==> config.mk <==
export PLATFORM = sky130hd
export DESIGN_NAME = gdbt_ram
export DESIGN_NICKNAME = d
export VERILOG_FILES = /design/src/rtl/core/graph_dfs_bfs_traversal_unit_defines.svh /design/src/rtl/core/gdbt_ram.sv
export SDC_FILE = /design/constraint.sdc
export NUM_CORES = 1
export LEC_CHECK = 0
export ABC_AREA = 1
export BUFFER_PORTS_ARGS = -buffer_cell sky130_fd_sc_hd__buf_2
export CORE_UTILIZATION = 34
export CTS_CLUSTER_SIZE = 8
export DETAILED_ROUTE_END_ITERATION = 6
export HOLD_SLACK_MARGIN = 0.15
export MAX_ROUTING_LAYER = met4
export PLACE_DENSITY = 0.48
export SLEW_MARGIN = 20
export SYNTH_ARGS = -nofsm -noshare
export SYNTH_HDL_FRONTEND = slang
export SYNTH_SLANG_ARGS = --single-unit
==> constraint.sdc <==
create_clock -name clk_i -period 1.6 [get_ports clk_i]
set_clock_uncertainty 0.15 [all_clocks]
set_input_delay 0.08 -clock clk_i [delete_from_list [all_inputs] [get_ports clk_i]]
set_output_delay 0.08 -clock clk_i [all_outputs]
set_load 0.01 [all_outputs]
==> src/rtl/core/graph_dfs_bfs_traversal_unit_defines.svh <==
// Assertion macros for the graph traversal unit.
// Needs clk_i and rst_ni in the scope of each use; no other dependencies.
`ifndef GRAPH_DFS_BFS_TRAVERSAL_UNIT_DEFINES_SVH
`define GRAPH_DFS_BFS_TRAVERSAL_UNIT_DEFINES_SVH

// Property checked on every clock edge outside reset.
`define GDBT_ASSERT(label, prop, msg) \
  label: assert property (@(posedge clk_i) disable iff (!rst_ni) (prop)) else $error(msg);

// Antecedent in one cycle implies consequent in the next.
`define GDBT_ASSERT_NEXT(label, ante, cons, msg) \
  label: assert property (@(posedge clk_i) disable iff (!rst_ni) (ante) |=> (cons)) \
    else $error(msg);

`endif

==> src/rtl/core/gdbt_ram.sv <==
// Generic single-clock RAM: one write port, one read port, registered read.
// No dependencies.
module gdbt_ram #(
  parameter int unsigned WIDTH = 8,
  parameter int unsigned DEPTH = 16
) (
  input  logic                     clk_i,
  input  logic                     we_i,
  input  logic [$clog2(DEPTH)-1:0] waddr_i,
  input  logic [WIDTH-1:0]         wdata_i,
  input  logic                     re_i,
  input  logic [$clog2(DEPTH)-1:0] raddr_i,
  output logic [WIDTH-1:0]         rdata_o
);

  logic [WIDTH-1:0] mem_q [DEPTH];
  logic [WIDTH-1:0] rdata_q;

  always_ff @(posedge clk_i) begin
    if (we_i) begin
      mem_q[waddr_i] <= wdata_i;
    end
    if (re_i) begin
      rdata_q <= mem_q[raddr_i];
    end
  end

  assign rdata_o = rdata_q;

endmodule

* Word-level counts from Yosys, hierarchy flattened
Memory sizes are Yosys's and may differ from the RTL's. A register that Yosys moved wholly into a read port is not among the register bits.
Index checks and enable logic that the tools add are counted.
** Word-level totals
- Input port bits :: 19
- Memories kept :: 1
- Bits in registers :: 0
- Latch bits :: 0
- Memory bits (read-only) :: 0
- Bits in writable memories :: 128
** Operators by class
- Shift-type cells :: 0
- Mux-type cells :: 2
- $add $sub $neg :: 0
- Reduce and logical (&&, ||, !) cells :: 0
- $mul :: 0
- Magnitude comparators :: 0
- Bitwise gates (word level) :: 0
- Divide/modulo/power cells :: 0
- Eq/ne operators :: 0
** Memories
- mem_q :: words 16, width 8, read ports 1, clocked after Yosys merged registers in 1, wr ports 1, RTL line gdbt_ram.sv:16 : logic [WIDTH-1:0] mem_q [DEPTH];
** Operators by type and width (count)
- 1-bit two-way mux :: 2

* Longest topological paths before layout
Gate-level depths: netlist of the first run.
- Depth after elaboration :: 2
- Depth in mapped cells :: 8

* Worst setup path before layout of the first run
No wires, ideal clock.
- Path kind :: input-to-reg
- From :: input waddr_i[2]
- To :: memory mem_q[10][0] (enable)
- Arrival :: 661 ps
- Path buffers :: 0
- Setup time :: 370 ps
- Cell stages on the path :: 2
- Slack :: 419 ps
- Path through :: nand3b_1 > nor2_1
** RTL lines
- start, declared :: RTL line gdbt_ram.sv:9 : input logic [$clog2(DEPTH)-1:0] waddr_i,
- end, declared :: RTL line gdbt_ram.sv:16
Straight into the memory's write port.

* Worst setup path after layout of the first run
- From :: input waddr_i[2]
- To :: memory mem_q[3][7] (enable)
Straight into the memory's write port.

==> out/qor.csv, run 1 <==
stage,metric,value,unit
finish,final_area,7040,µm²
pwr,ir_drop,0.718,mV
grt,grt_max_degree,37,
clock_tree,cts_tree,yes,
pwr,p_leak,3.00,nW
pwr,total_power,0.00843,W
pwr,clock_power_share,45.8,%
die,die-area,17700,µm²
synthesis,synth_area,5850,µm²
place,placed_cell_area,6300,µm²
worst_setup_path,cp-end-kind,flip-flop,
routing,drt_pre_antenna_iters,5,
sta,slew_viol_final,0,
clock_tree,insertion_delay,0.41,ns
worst_setup_path,cp.arrival,1.45,ns
place,post-dp-hpwl,8850,µm
routing,drt-initial-drc-count,297,
sta,rsz0062_at_grt,no,
place,place_congestion,0.796,
synthesis,yosysWarnings,0,
die,rows,47,
finish,drive_gt1_share,12.5,%
die,initial_core_util,35.0,%
synthesis,synth_cell_types,11,
place,port_buffers,26,
synthesis,syn_nets,570,
routing,wirelength,14100,µm
clock_tree,max-clock-path-buffers,2,
clock_tree,cts_root_buf,clkbuf_16,
synthesis,synth_edf_count,136,
finish,area_growth,20.4,%
sta,setup_viol,0,
sta,min_period,1.47,ns
routing,ant_nets,0,
outcome,status,finished clean,
synthesis,netlist.area_leader.share,69.8,%
min_path,hold_depth,7,
routing,vias_per_cell,4.60,
worst_setup_path,r2r-start,mem_q[8][2],
grt,grt_pass1_vias,3899,
synthesis,synth.most_common_cell,nand2_1,
finish,diodes,0,
synthesis,synth_seq_cells,136,
worst_setup_path,critPathLaunchType,primary input,
worst_setup_path,timing.rr.end,rdata_o[2],
synthesis,synth_top_area_cell,edfxtp_1,
pwr,switchingPower,0.00182,W
worst_setup_path,path_max_fanout,5,
die,core-area,16700,µm²
min_path,min_to,rdata_o[5],
die,die_h,133,µm
sta,hold_viol,0,
sta,timing.final.crit_share,92.1,%
routing,drc,0,
min_path,hold_path.startpoint,raddr_i[0],
grt,grt_antenna_before_repair,0,
synthesis,synth_seq_area_share,69.8,%
sta,max_clock_freq,0.678,GHz
worst_setup_path,required,1.58,ns
synthesis,netlist_top_cells_count,"nand2_1 (173), edfxtp_1 (136), inv_1 (100)",
clock_tree,cts.reportedPaths.clkPinSlew,0.06,ns
synthesis,synthCells,551,
routing,vias,3880,
worst_setup_path,r2r_cells,6,
synthesis,synthArstFlopShare,0,%
pwr,intPower,0.00661,W
finish,fillers,1628,
routing,wl_per_cell,16.7,µm
grt,track_usage,18.0,%
finish,fin_nets,630,
worst_setup_path,r2r_slack,0.28,ns
min_path,hold_class,primary input to flip-flop,
pwr,p_per_area,1200,nW/µm²
worst_setup_path,cp-startpoint,waddr_i[2],
clock_tree,cts-htree-levels,4,
die,ios,27,
grt,grt_pass1_wl,22400,µm
synthesis,ys.flop_type,edfxtp_1,
sta,tightest_slew,0.654,ns
sta,tns,0,ns
sta,slew_headroom,56.4,%
grt,grt_overflow,0,
synthesis,synth.area.top_cells,"edfxtp_1 (70%), nand2_1 (11%), nand3_1 (8.3%)",
worst_setup_path,path_class,primary input to flip-flop,
pwr,p_seq_share,47.9,%
finish,finalNonFillerCells,844,
finish,final_util,42.2,%
pwr,p_comb_share,6.3,%
clock_tree,numCtsBuffers,17,
synthesis,syn_area_per_cell,10.6,µm²
clock_tree,cts_num_sinks,136,
run,max_cap_violations,0,
die,die_w,133,µm
pwr,switching_share,21.5,%
place,dp.cells,796,
## cell families after synthesis
logic type	after synthesis	synth area share, %
flops	136	69.8
simple gates	289	20.8
buf+inv	126	9.39
## worst max-delay path, stage by stage
cell and delay (ns):
dlygate4sd3_1 0.53, buf_2 0.14, nor2_1 0.09, nand2_1 0.10
nor2_1 0.28, buf_4 0.22
## power by group through the flow
stage	logic, W	clock network [W]	registers, W
after global placement	0.000509	0	0.00411
after detailed placement	0.000511	0	0.00411
after global routing	0.000598	0.00408	0.00404
final	0.000531	0.00386	0.00404
after floorplan	0.000281	0	0.00411
after CTS	0.000542	0.00393	0.00404
## what timing repair did
item,CTS,global route
buffers inserted,0,0
endpoints found under the setup margin,0,0
hold endpoints to repair,171,0
resized for setup,0,0
hold buffers,16,0
## placed cells by master (no fill, tap or decap)
master | synthesis | routed
clkinv_2 | 0 | 1
nand2_1 | 173 | 173
edfxtp_1 | 136 | 136
buf_2 | 13 | 26
inv_6 | 0 | 1
clkbuf_1 | 0 | 1
buf_4 | 4 | 20
dlygate4sd3_1 | 0 | 16
nand3b_1 | 2 | 2
clkinvlp_4 | 0 | 5
inv_1 | 100 | 100
inv_2 | 2 | 2
clkinv_1 | 0 | 4
buf_12 | 0 | 3
bufinv_16 | 0 | 3
nor2_1 | 17 | 17
clkbuf_16 | 0 | 17
nand3_1 | 97 | 97
## worst max path at each step
stage               depth (start not counted)            to
finish                                      6   mem_q[3][7]
global placement                            6    rdata_o[5]
detailed placement                          6    rdata_o[5]
floorplan                                   2  mem_q[10][0]
global route                                6   mem_q[3][7]
CTS                                         6   mem_q[3][7]
## metrics by stage
step | setup slack [ns] | hold WS [ns]
after floorplan | 0.419 | 0.0289
final | 0.126 | 0.238
after global placement | 0.0839 | 0.314
after detailed placement | 0.0777 | 0.315
after global routing | 0.0731 | 0.288
after CTS | 0.149 | 0.235
## final cells by class
cell class / instances / area [µm²] / share of cell area [%]
multi-input cells: 289 / 1210 / 17.2
clock buffers: 18 / 429 / 6.09
clock inverters: 14 / 156 / 2.22
well taps: 220 / 275 / 3.91
flip-flops and latches: 136 / 4080 / 58.0
repair buffers: 65 / 500 / 7.11
inverters: 102 / 383 / 5.44
## sequential cells by signal, summed over array words and instances, names as in the netlist
name     flops
mem_q      128
rdata_o      8
## metal layers
layer | track usage [%] | up-vias | wire (µm)
met4 | 4.17 | 0 | 118
met5 | - | - | 0
li1 | - | 1898 | -
met3 | 4.11 | 10 | 692
met2 | 27.2 | 85 | 6480
met1 | 24.6 | 1887 | 6820
No activity file was read; power rests on OpenSTA's default activity.
==> inputs of run 2 (changes only) <==
Clock period 1.6 ns to 1.5 ns, I/O delays scaled along.
==> run 2 against run 1 <==
Net effect:
- global-route usage is 0.080 points higher
- register-to-register slack worse by 0.08 ns
- flip-flop and latch count stayed put
- die area stayed put
- total power is 1.8% higher
- via count is 1.4% lower
- first-iteration DRC count is 11% lower
- sequential share of layout area is 0.34 points higher
- final cell count is 0.36% higher
- worst hold slack worse by 0.0048 ns
- count of clock-buffer cells in the layout is 2 higher
- critical path type unchanged
==> out/qor.csv, run 2 (synthesized netlist as in run 1, its figures left out) <==
stage,metric,value,unit,change
worst_setup_path,cpMaxStageDelayCell,dlygate4sd3_1,,
place,post-dp-hpwl,9180,µm,+3.7%
worst_setup_path,timing.rr.end,rdata_o[3],,
pwr,p_leak,3.00,nW,about the same
grt,grt_pass1_wl,22200,µm,-0.74%
sta,tightest_slew,0.615,ns,-0.0389 ns
die,die-area,17700,µm²,unchanged
die,core-area,16700,µm²,unchanged
min_path,min_to,rdata_o[5],,
worst_setup_path,r2r-start,mem_q[13][3],,
routing,drt_pre_antenna_iters,4,,-1
routing,drt-initial-drc-count,263,,-11%
grt,use_met2,27.2,%,unchanged
worst_setup_path,required,1.46,ns,-0.12 ns
worst_setup_path,critPathLaunchType,primary input,,
routing,drc,0,,unchanged
grt,use_met3,3.50,%,-0.61 points
sta,timing.final.crit_share,95.3,%,
finish,area_growth,19.7,%,
pwr,p_per_area,1230,nW/µm²,+2.4%
grt,grt_pass1_vias,3726,,-4.4%
routing,ant_nets,0,,unchanged
finish,fin_nets,633,,+0.48%
worst_setup_path,path_class,primary input to flip-flop,,
finish,final_cell_mix,"nand2_1 (173), edfxtp_1 (136), inv_1 (100), nand3_1 (97), buf_2 (26)",,
place,place_congestion,0.794,,-0.25%
finish,final_area,7000,µm²,-0.59%
outcome,status,finished clean,,
worst_setup_path,crit_family,buffers and inverters,,
finish,diodes,0,,unchanged
clock_tree,cts-htree-levels,4,,unchanged
worst_setup_path,path_buf_inv,3,,unchanged
finish,finalNonFillerCells,847,,+0.36%
finish,final_common_cell,nand2_1,,
run,max_cap_violations,0,,unchanged
die,initial_core_util,35.0,%,unchanged
clock_tree,numCtsBuffers,17,,unchanged
routing,wl_per_cell,16.8,µm,+0.22%
worst_setup_path,path_max_fanout,8,,+3
clock_tree,cts.reportedPaths.clkPinSlew,0.06,ns,about the same
sta,setup_viol,0,,unchanged
worst_setup_path,crit_cells,5,,-1
sta,max_clock_freq,0.700,GHz,
die,die_h,133,µm,unchanged
min_path,hold_path.startpoint,raddr_i[1],,
grt,grtUsageMet1,24.7,%,+0.11 points
finish,drive_gt1_share,12.4,%,-0.060 points
clock_tree,cts_root_buf,clkbuf_16,,
place,port_buffers,26,,unchanged
die,die_w,133,µm,unchanged
finish,final_util,41.9,%,-0.25 points
grt,track_usage,18.1,%,+0.080 points
sta,min_period,1.43,ns,
routing,vias,3826,,-1.4%
sta,rsz0062_at_grt,no,,
worst_setup_path,cp-end-kind,flip-flop,,
worst_setup_path,critPathMaxStageDelay,0.53,ns,about the same
pwr,ir_drop,0.757,mV,+5.5%
worst_setup_path,r2r_cells,6,,unchanged
die,ios,27,,unchanged
clock_tree,cts_num_sinks,136,,unchanged
worst_setup_path,cp.arrival,1.39,ns,-0.06 ns
place,dp.cells,799,,+0.38%
grt,grt_antenna_before_repair,0,,unchanged
clock_tree,cts_resized,0,,unchanged
sta,hold_viol,0,,unchanged
place,placed_cell_area,6320,µm²,+0.36%
worst_setup_path,path_cells,dlygate4sd3_1 > buf_2 > nand3b_1 > nor2_1 > buf_4,,
min_path,hold_depth,6,,-1
finish,largest_reg_flops,128,,unchanged
finish,largest-register,mem_q,,
die,rows,47,,unchanged
routing,vias_per_cell,4.52,,-1.7%
sta,slew_headroom,59.0,%,+2.7 points
grt,top_usage_layer,met2,,
grt,grt_max_degree,34,,-8.1%
clock_tree,postCtsSetupRepairBufs,0,,unchanged
clock_tree,insertion_delay,0.41,ns,about the same
min_path,hold_class,primary input to flip-flop,,
sta,slew_viol_final,0,,unchanged
clock_tree,cts_tree,yes,,
grt,grt_overflow,0,,unchanged
sta,tns,0,ns,unchanged
pwr,total_power,0.00858,W,+1.8%
clock_tree,max-clock-path-buffers,2,,unchanged
worst_setup_path,r2r_slack,0.20,ns,-0.08 ns
routing,wirelength,14200,µm,+0.58%
## run 2: changes by cell type in the layout (fill, tap and decap cells not counted), sizes merged
cell	previous run	this run
clkinv	5	10
clkinvlp	5	1
buf	49	52
bufinv	3	1
clkbuf	18	20
inv	103	102
## run 2: worst max path at each step
stage               slack [ns]        from           end
global route              0.03  waddr_i[3]   mem_q[7][6]
global placement          0.04  raddr_i[1]    rdata_o[3]
CTS                       0.10  waddr_i[3]   mem_q[4][5]
floorplan                 0.32  waddr_i[2]  mem_q[10][0]
finish                    0.07  waddr_i[3]   mem_q[4][6]
detailed placement        0.02  raddr_i[1]    rdata_o[3]
## run 2: cell type report
cell class	count	area, µm²
fill	1629	9700
multi-input combinational	289	1210
timing repair buffer	68	523
clock buffer	20	437
clock inverter	12	85.1
tap	220	275
inverter	102	383
sequential	136	4080
## run 2: where the power goes
part	internal (W)	leakage [nW]	switching (W)
Clock	0.00223	0.255	0.00146
Sequential	0.00428	1.24	0.0000286
Combinational	0.000191	1.51	0.000387
## run 2: worst reg2reg max path, delay by kind of cell (launching register included)
kind	cells	cell delay, ns
buf+inv	1	0.06
flops	1	0.36
simple gates	5	0.47
## run 2: timing repair
| action | CTS | global route |
|---|---|---|
| endpoints found under the setup margin | 0 | 0 |
| hold endpoints to repair | 180 | 0 |
| hold buffers | 16 | 0 |
## run 2: through the flow
stage / worst slack [ns] / hold slack [ns]
final: 0.0706 / 0.233
after global routing: 0.0323 / 0.284
after CTS: 0.104 / 0.226
after detailed placement: 0.0224 / 0.302
after global placement: 0.0365 / 0.303
after floorplan: 0.324 / 0.0239
## run 2: per-layer routing
metal	vias up	routed length (µm)
met5	-	0
met4	0	190
met3	17	500
met2	81	6420
met1	1819	7080
li1	1909	-
==> inputs of run 3 (changes only) <==
Settings changed: CORE_UTILIZATION 34 to 61, PLACE_DENSITY 0.48 to 0.78.
==> run 3 against run 2 <==
Net effect:
- fmax shrank 0.78%
- critical path depth up 4
- non-clock buffer count rose by 1
- flip-flop and latch count did not move
- clock power grew 7.6%
- global-route usage increased by 11 points
- critical path type unchanged
- largest cell class unchanged
- highest routed layer unchanged
==> out/qor.csv, run 3 (synthesized netlist as in run 1, its figures left out) <==
stage,metric,value,unit,change
place,dp.cells,705,,-12%
grt,use_met2,48.1,%,+21 points
clock_tree,cts.reportedPaths.clkPinSlew,0.06,ns,about the same
clock_tree,cts_tree,yes,,
finish,drive_gt1_share,13.9,%,+1.4 points
grt,top_usage_layer,met2,,
die,die-area,9980,µm²,-44%
worst_setup_path,path_cells,dlygate4sd3_1 > buf_4 > inv_6 > buf_12 > nand2_1 > nand3_1 > nand3_1 > nand3_1 > nand2_1,,
worst_setup_path,critPathMaxStageDelay,0.55,ns,+0.02 ns
die,initial_core_util,63.0,%,+28 points
grt,use_met3,4.18,%,+0.68 points
worst_setup_path,crit_family,buffers and inverters,,
place,place_congestion,0.879,,+11%
sta,min_period,1.44,ns,+0.0112 ns
clock_tree,insertion_delay,0.53,ns,+0.12 ns
sta,tightest_slew,0.618,ns,+0.00278 ns
finish,finalNonFillerCells,757,,-11%
die,ios,27,,unchanged
routing,vias_per_cell,5.36,,+19%
grt,grtUsageMet1,37.2,%,+13 points
clock_tree,cts-htree-levels,4,,unchanged
grt,grt_overflow,0,,unchanged
pwr,total_power,0.00889,W,+3.7%
finish,largest-register,mem_q,,
sta,timing.final.crit_share,96.0,%,+0.75 points
routing,drt_pre_antenna_iters,5,,+1
grt,grt_pass1_wl,20300,µm,-8.5%
die,core-area,9280,µm²,-44%
routing,ant_nets,0,,unchanged
die,die_h,99.9,µm,-25%
grt,track_usage,29.5,%,+11 points
min_path,hold_class,primary input to flip-flop,,
finish,final_common_cell,nand2_1,,
finish,fin_nets,634,,+0.16%
sta,max_clock_freq,0.694,GHz,-0.78%
routing,drc,0,,unchanged
finish,diodes,0,,unchanged
clock_tree,max-clock-path-buffers,2,,unchanged
sta,tns,0,ns,unchanged
worst_setup_path,critPathLaunchType,primary input,,
outcome,status,finished clean,,
clock_tree,numCtsBuffers,17,,unchanged
grt,grt_antenna_before_repair,0,,unchanged
place,port_buffers,26,,unchanged
finish,final_cell_mix,"nand2_1 (173), edfxtp_1 (136), inv_1 (100), nand3_1 (94), buf_2 (25)",,
grt,grt_pass1_vias,3879,,+4.1%
routing,drt-initial-drc-count,451,,+71%
worst_setup_path,cpMaxStageDelayCell,dlygate4sd3_1,,
worst_setup_path,path_buf_inv,4,,+1
sta,rsz0062_at_grt,no,,
sta,hold_viol,0,,unchanged
finish,area_growth,20.4,%,
worst_setup_path,cpMostUsedCell,nand3_1,,
routing,wirelength,13800,µm,-3.0%
grt,grt_max_degree,33,,-2.9%
worst_setup_path,required,1.62,ns,+0.16 ns
clock_tree,postCtsSetupRepairBufs,0,,unchanged
worst_setup_path,cp-end-kind,flip-flop,,
pwr,p_leak,3.06,nW,+1.9%
run,max_cap_violations,0,,unchanged
sta,setup_viol,0,,unchanged
clock_tree,cts_num_sinks,136,,unchanged
worst_setup_path,path_class,primary input to flip-flop,,
routing,vias,4060,,+6.1%
pwr,ir_drop,0.847,mV,+12%
worst_setup_path,path_max_fanout,16,,+8
sta,slew_headroom,58.8,%,-0.25 points
finish,largest_reg_flops,128,,unchanged
die,rows,35,,-26%
die,die_w,99.9,µm,-25%
place,post-dp-hpwl,7720,µm,-16%
clock_tree,cts_root_buf,clkbuf_8,,
pwr,p_per_area,1260,nW/µm²,+3.0%
sta,slew_viol_final,0,,unchanged
routing,wl_per_cell,18.2,µm,+8.6%
worst_setup_path,cp.arrival,1.56,ns,+0.17 ns
[run 3: final timing paths]
check | startpoint | endpoint | slack [ns] | depth (start not counted)
min | raddr_i[1] | rdata_o[3] | 0.22 | 6
max | raddr_i[0] | rdata_o[2] | 0.06 | 9
min reg2reg | mem_q[12][2] | rdata_o[2] | 0.59 | 6
max reg2reg | mem_q[3][2] | rdata_o[2] | 0.19 | 6
[run 3: final cells by class]
cell class	count	area [µm²]
clock buffers	19	422
clock inverters	13	145
fillers	598	2240
inverters	102	388
multi-input cells	289	1230
flip-flops and latches	136	4080
well taps	129	161
repair buffers	69	613
[run 3: through the flow]
step                hold WS, ns  setup slack [ns]  util [%]  cell area, µm²
floorplan                0.0239             0.324         -            5850
global route              0.289            0.0144      75.8            7040
CTS                       0.230            0.0212      74.7            6930
detailed placement        0.292            0.0271      66.7            6190
finish                    0.222            0.0594      75.8            7040
global placement          0.285            0.0383      66.7            6190
[run 3: per-layer routing]
layer,part of all wire (%),wire length (µm),up-vias
met2,51,6970,205
met4,2.4,327,0
met1,39,5440,1913
met5,0,0,-
met3,7.6,1040,30
li1,-,-,1912
[run 3: power by group]
group	switching [W]	internal [W]
Combinational	0.000396	0.000215
Sequential	0.0000266	0.00428
Clock	0.00160	0.00238
Total	0.00202	0.00688
[run 3: worst reg2reg max path, cell delays in order, from the launching register on]
cell	delay, ns
edfxtp_1	0.36
inv_1	0.08
nand2_1	0.06
nand3_1	0.09
nand3_1	0.09
nand3_1	0.16
nand2_1	0.09
[run 3: repair_timing]
item                                    in CTS  in global routing
endpoints found under the setup margin       0                  8
endpoints found under the hold margin      272                  0
hold buffers                                17                  0
gates resized for setup                      0                 10
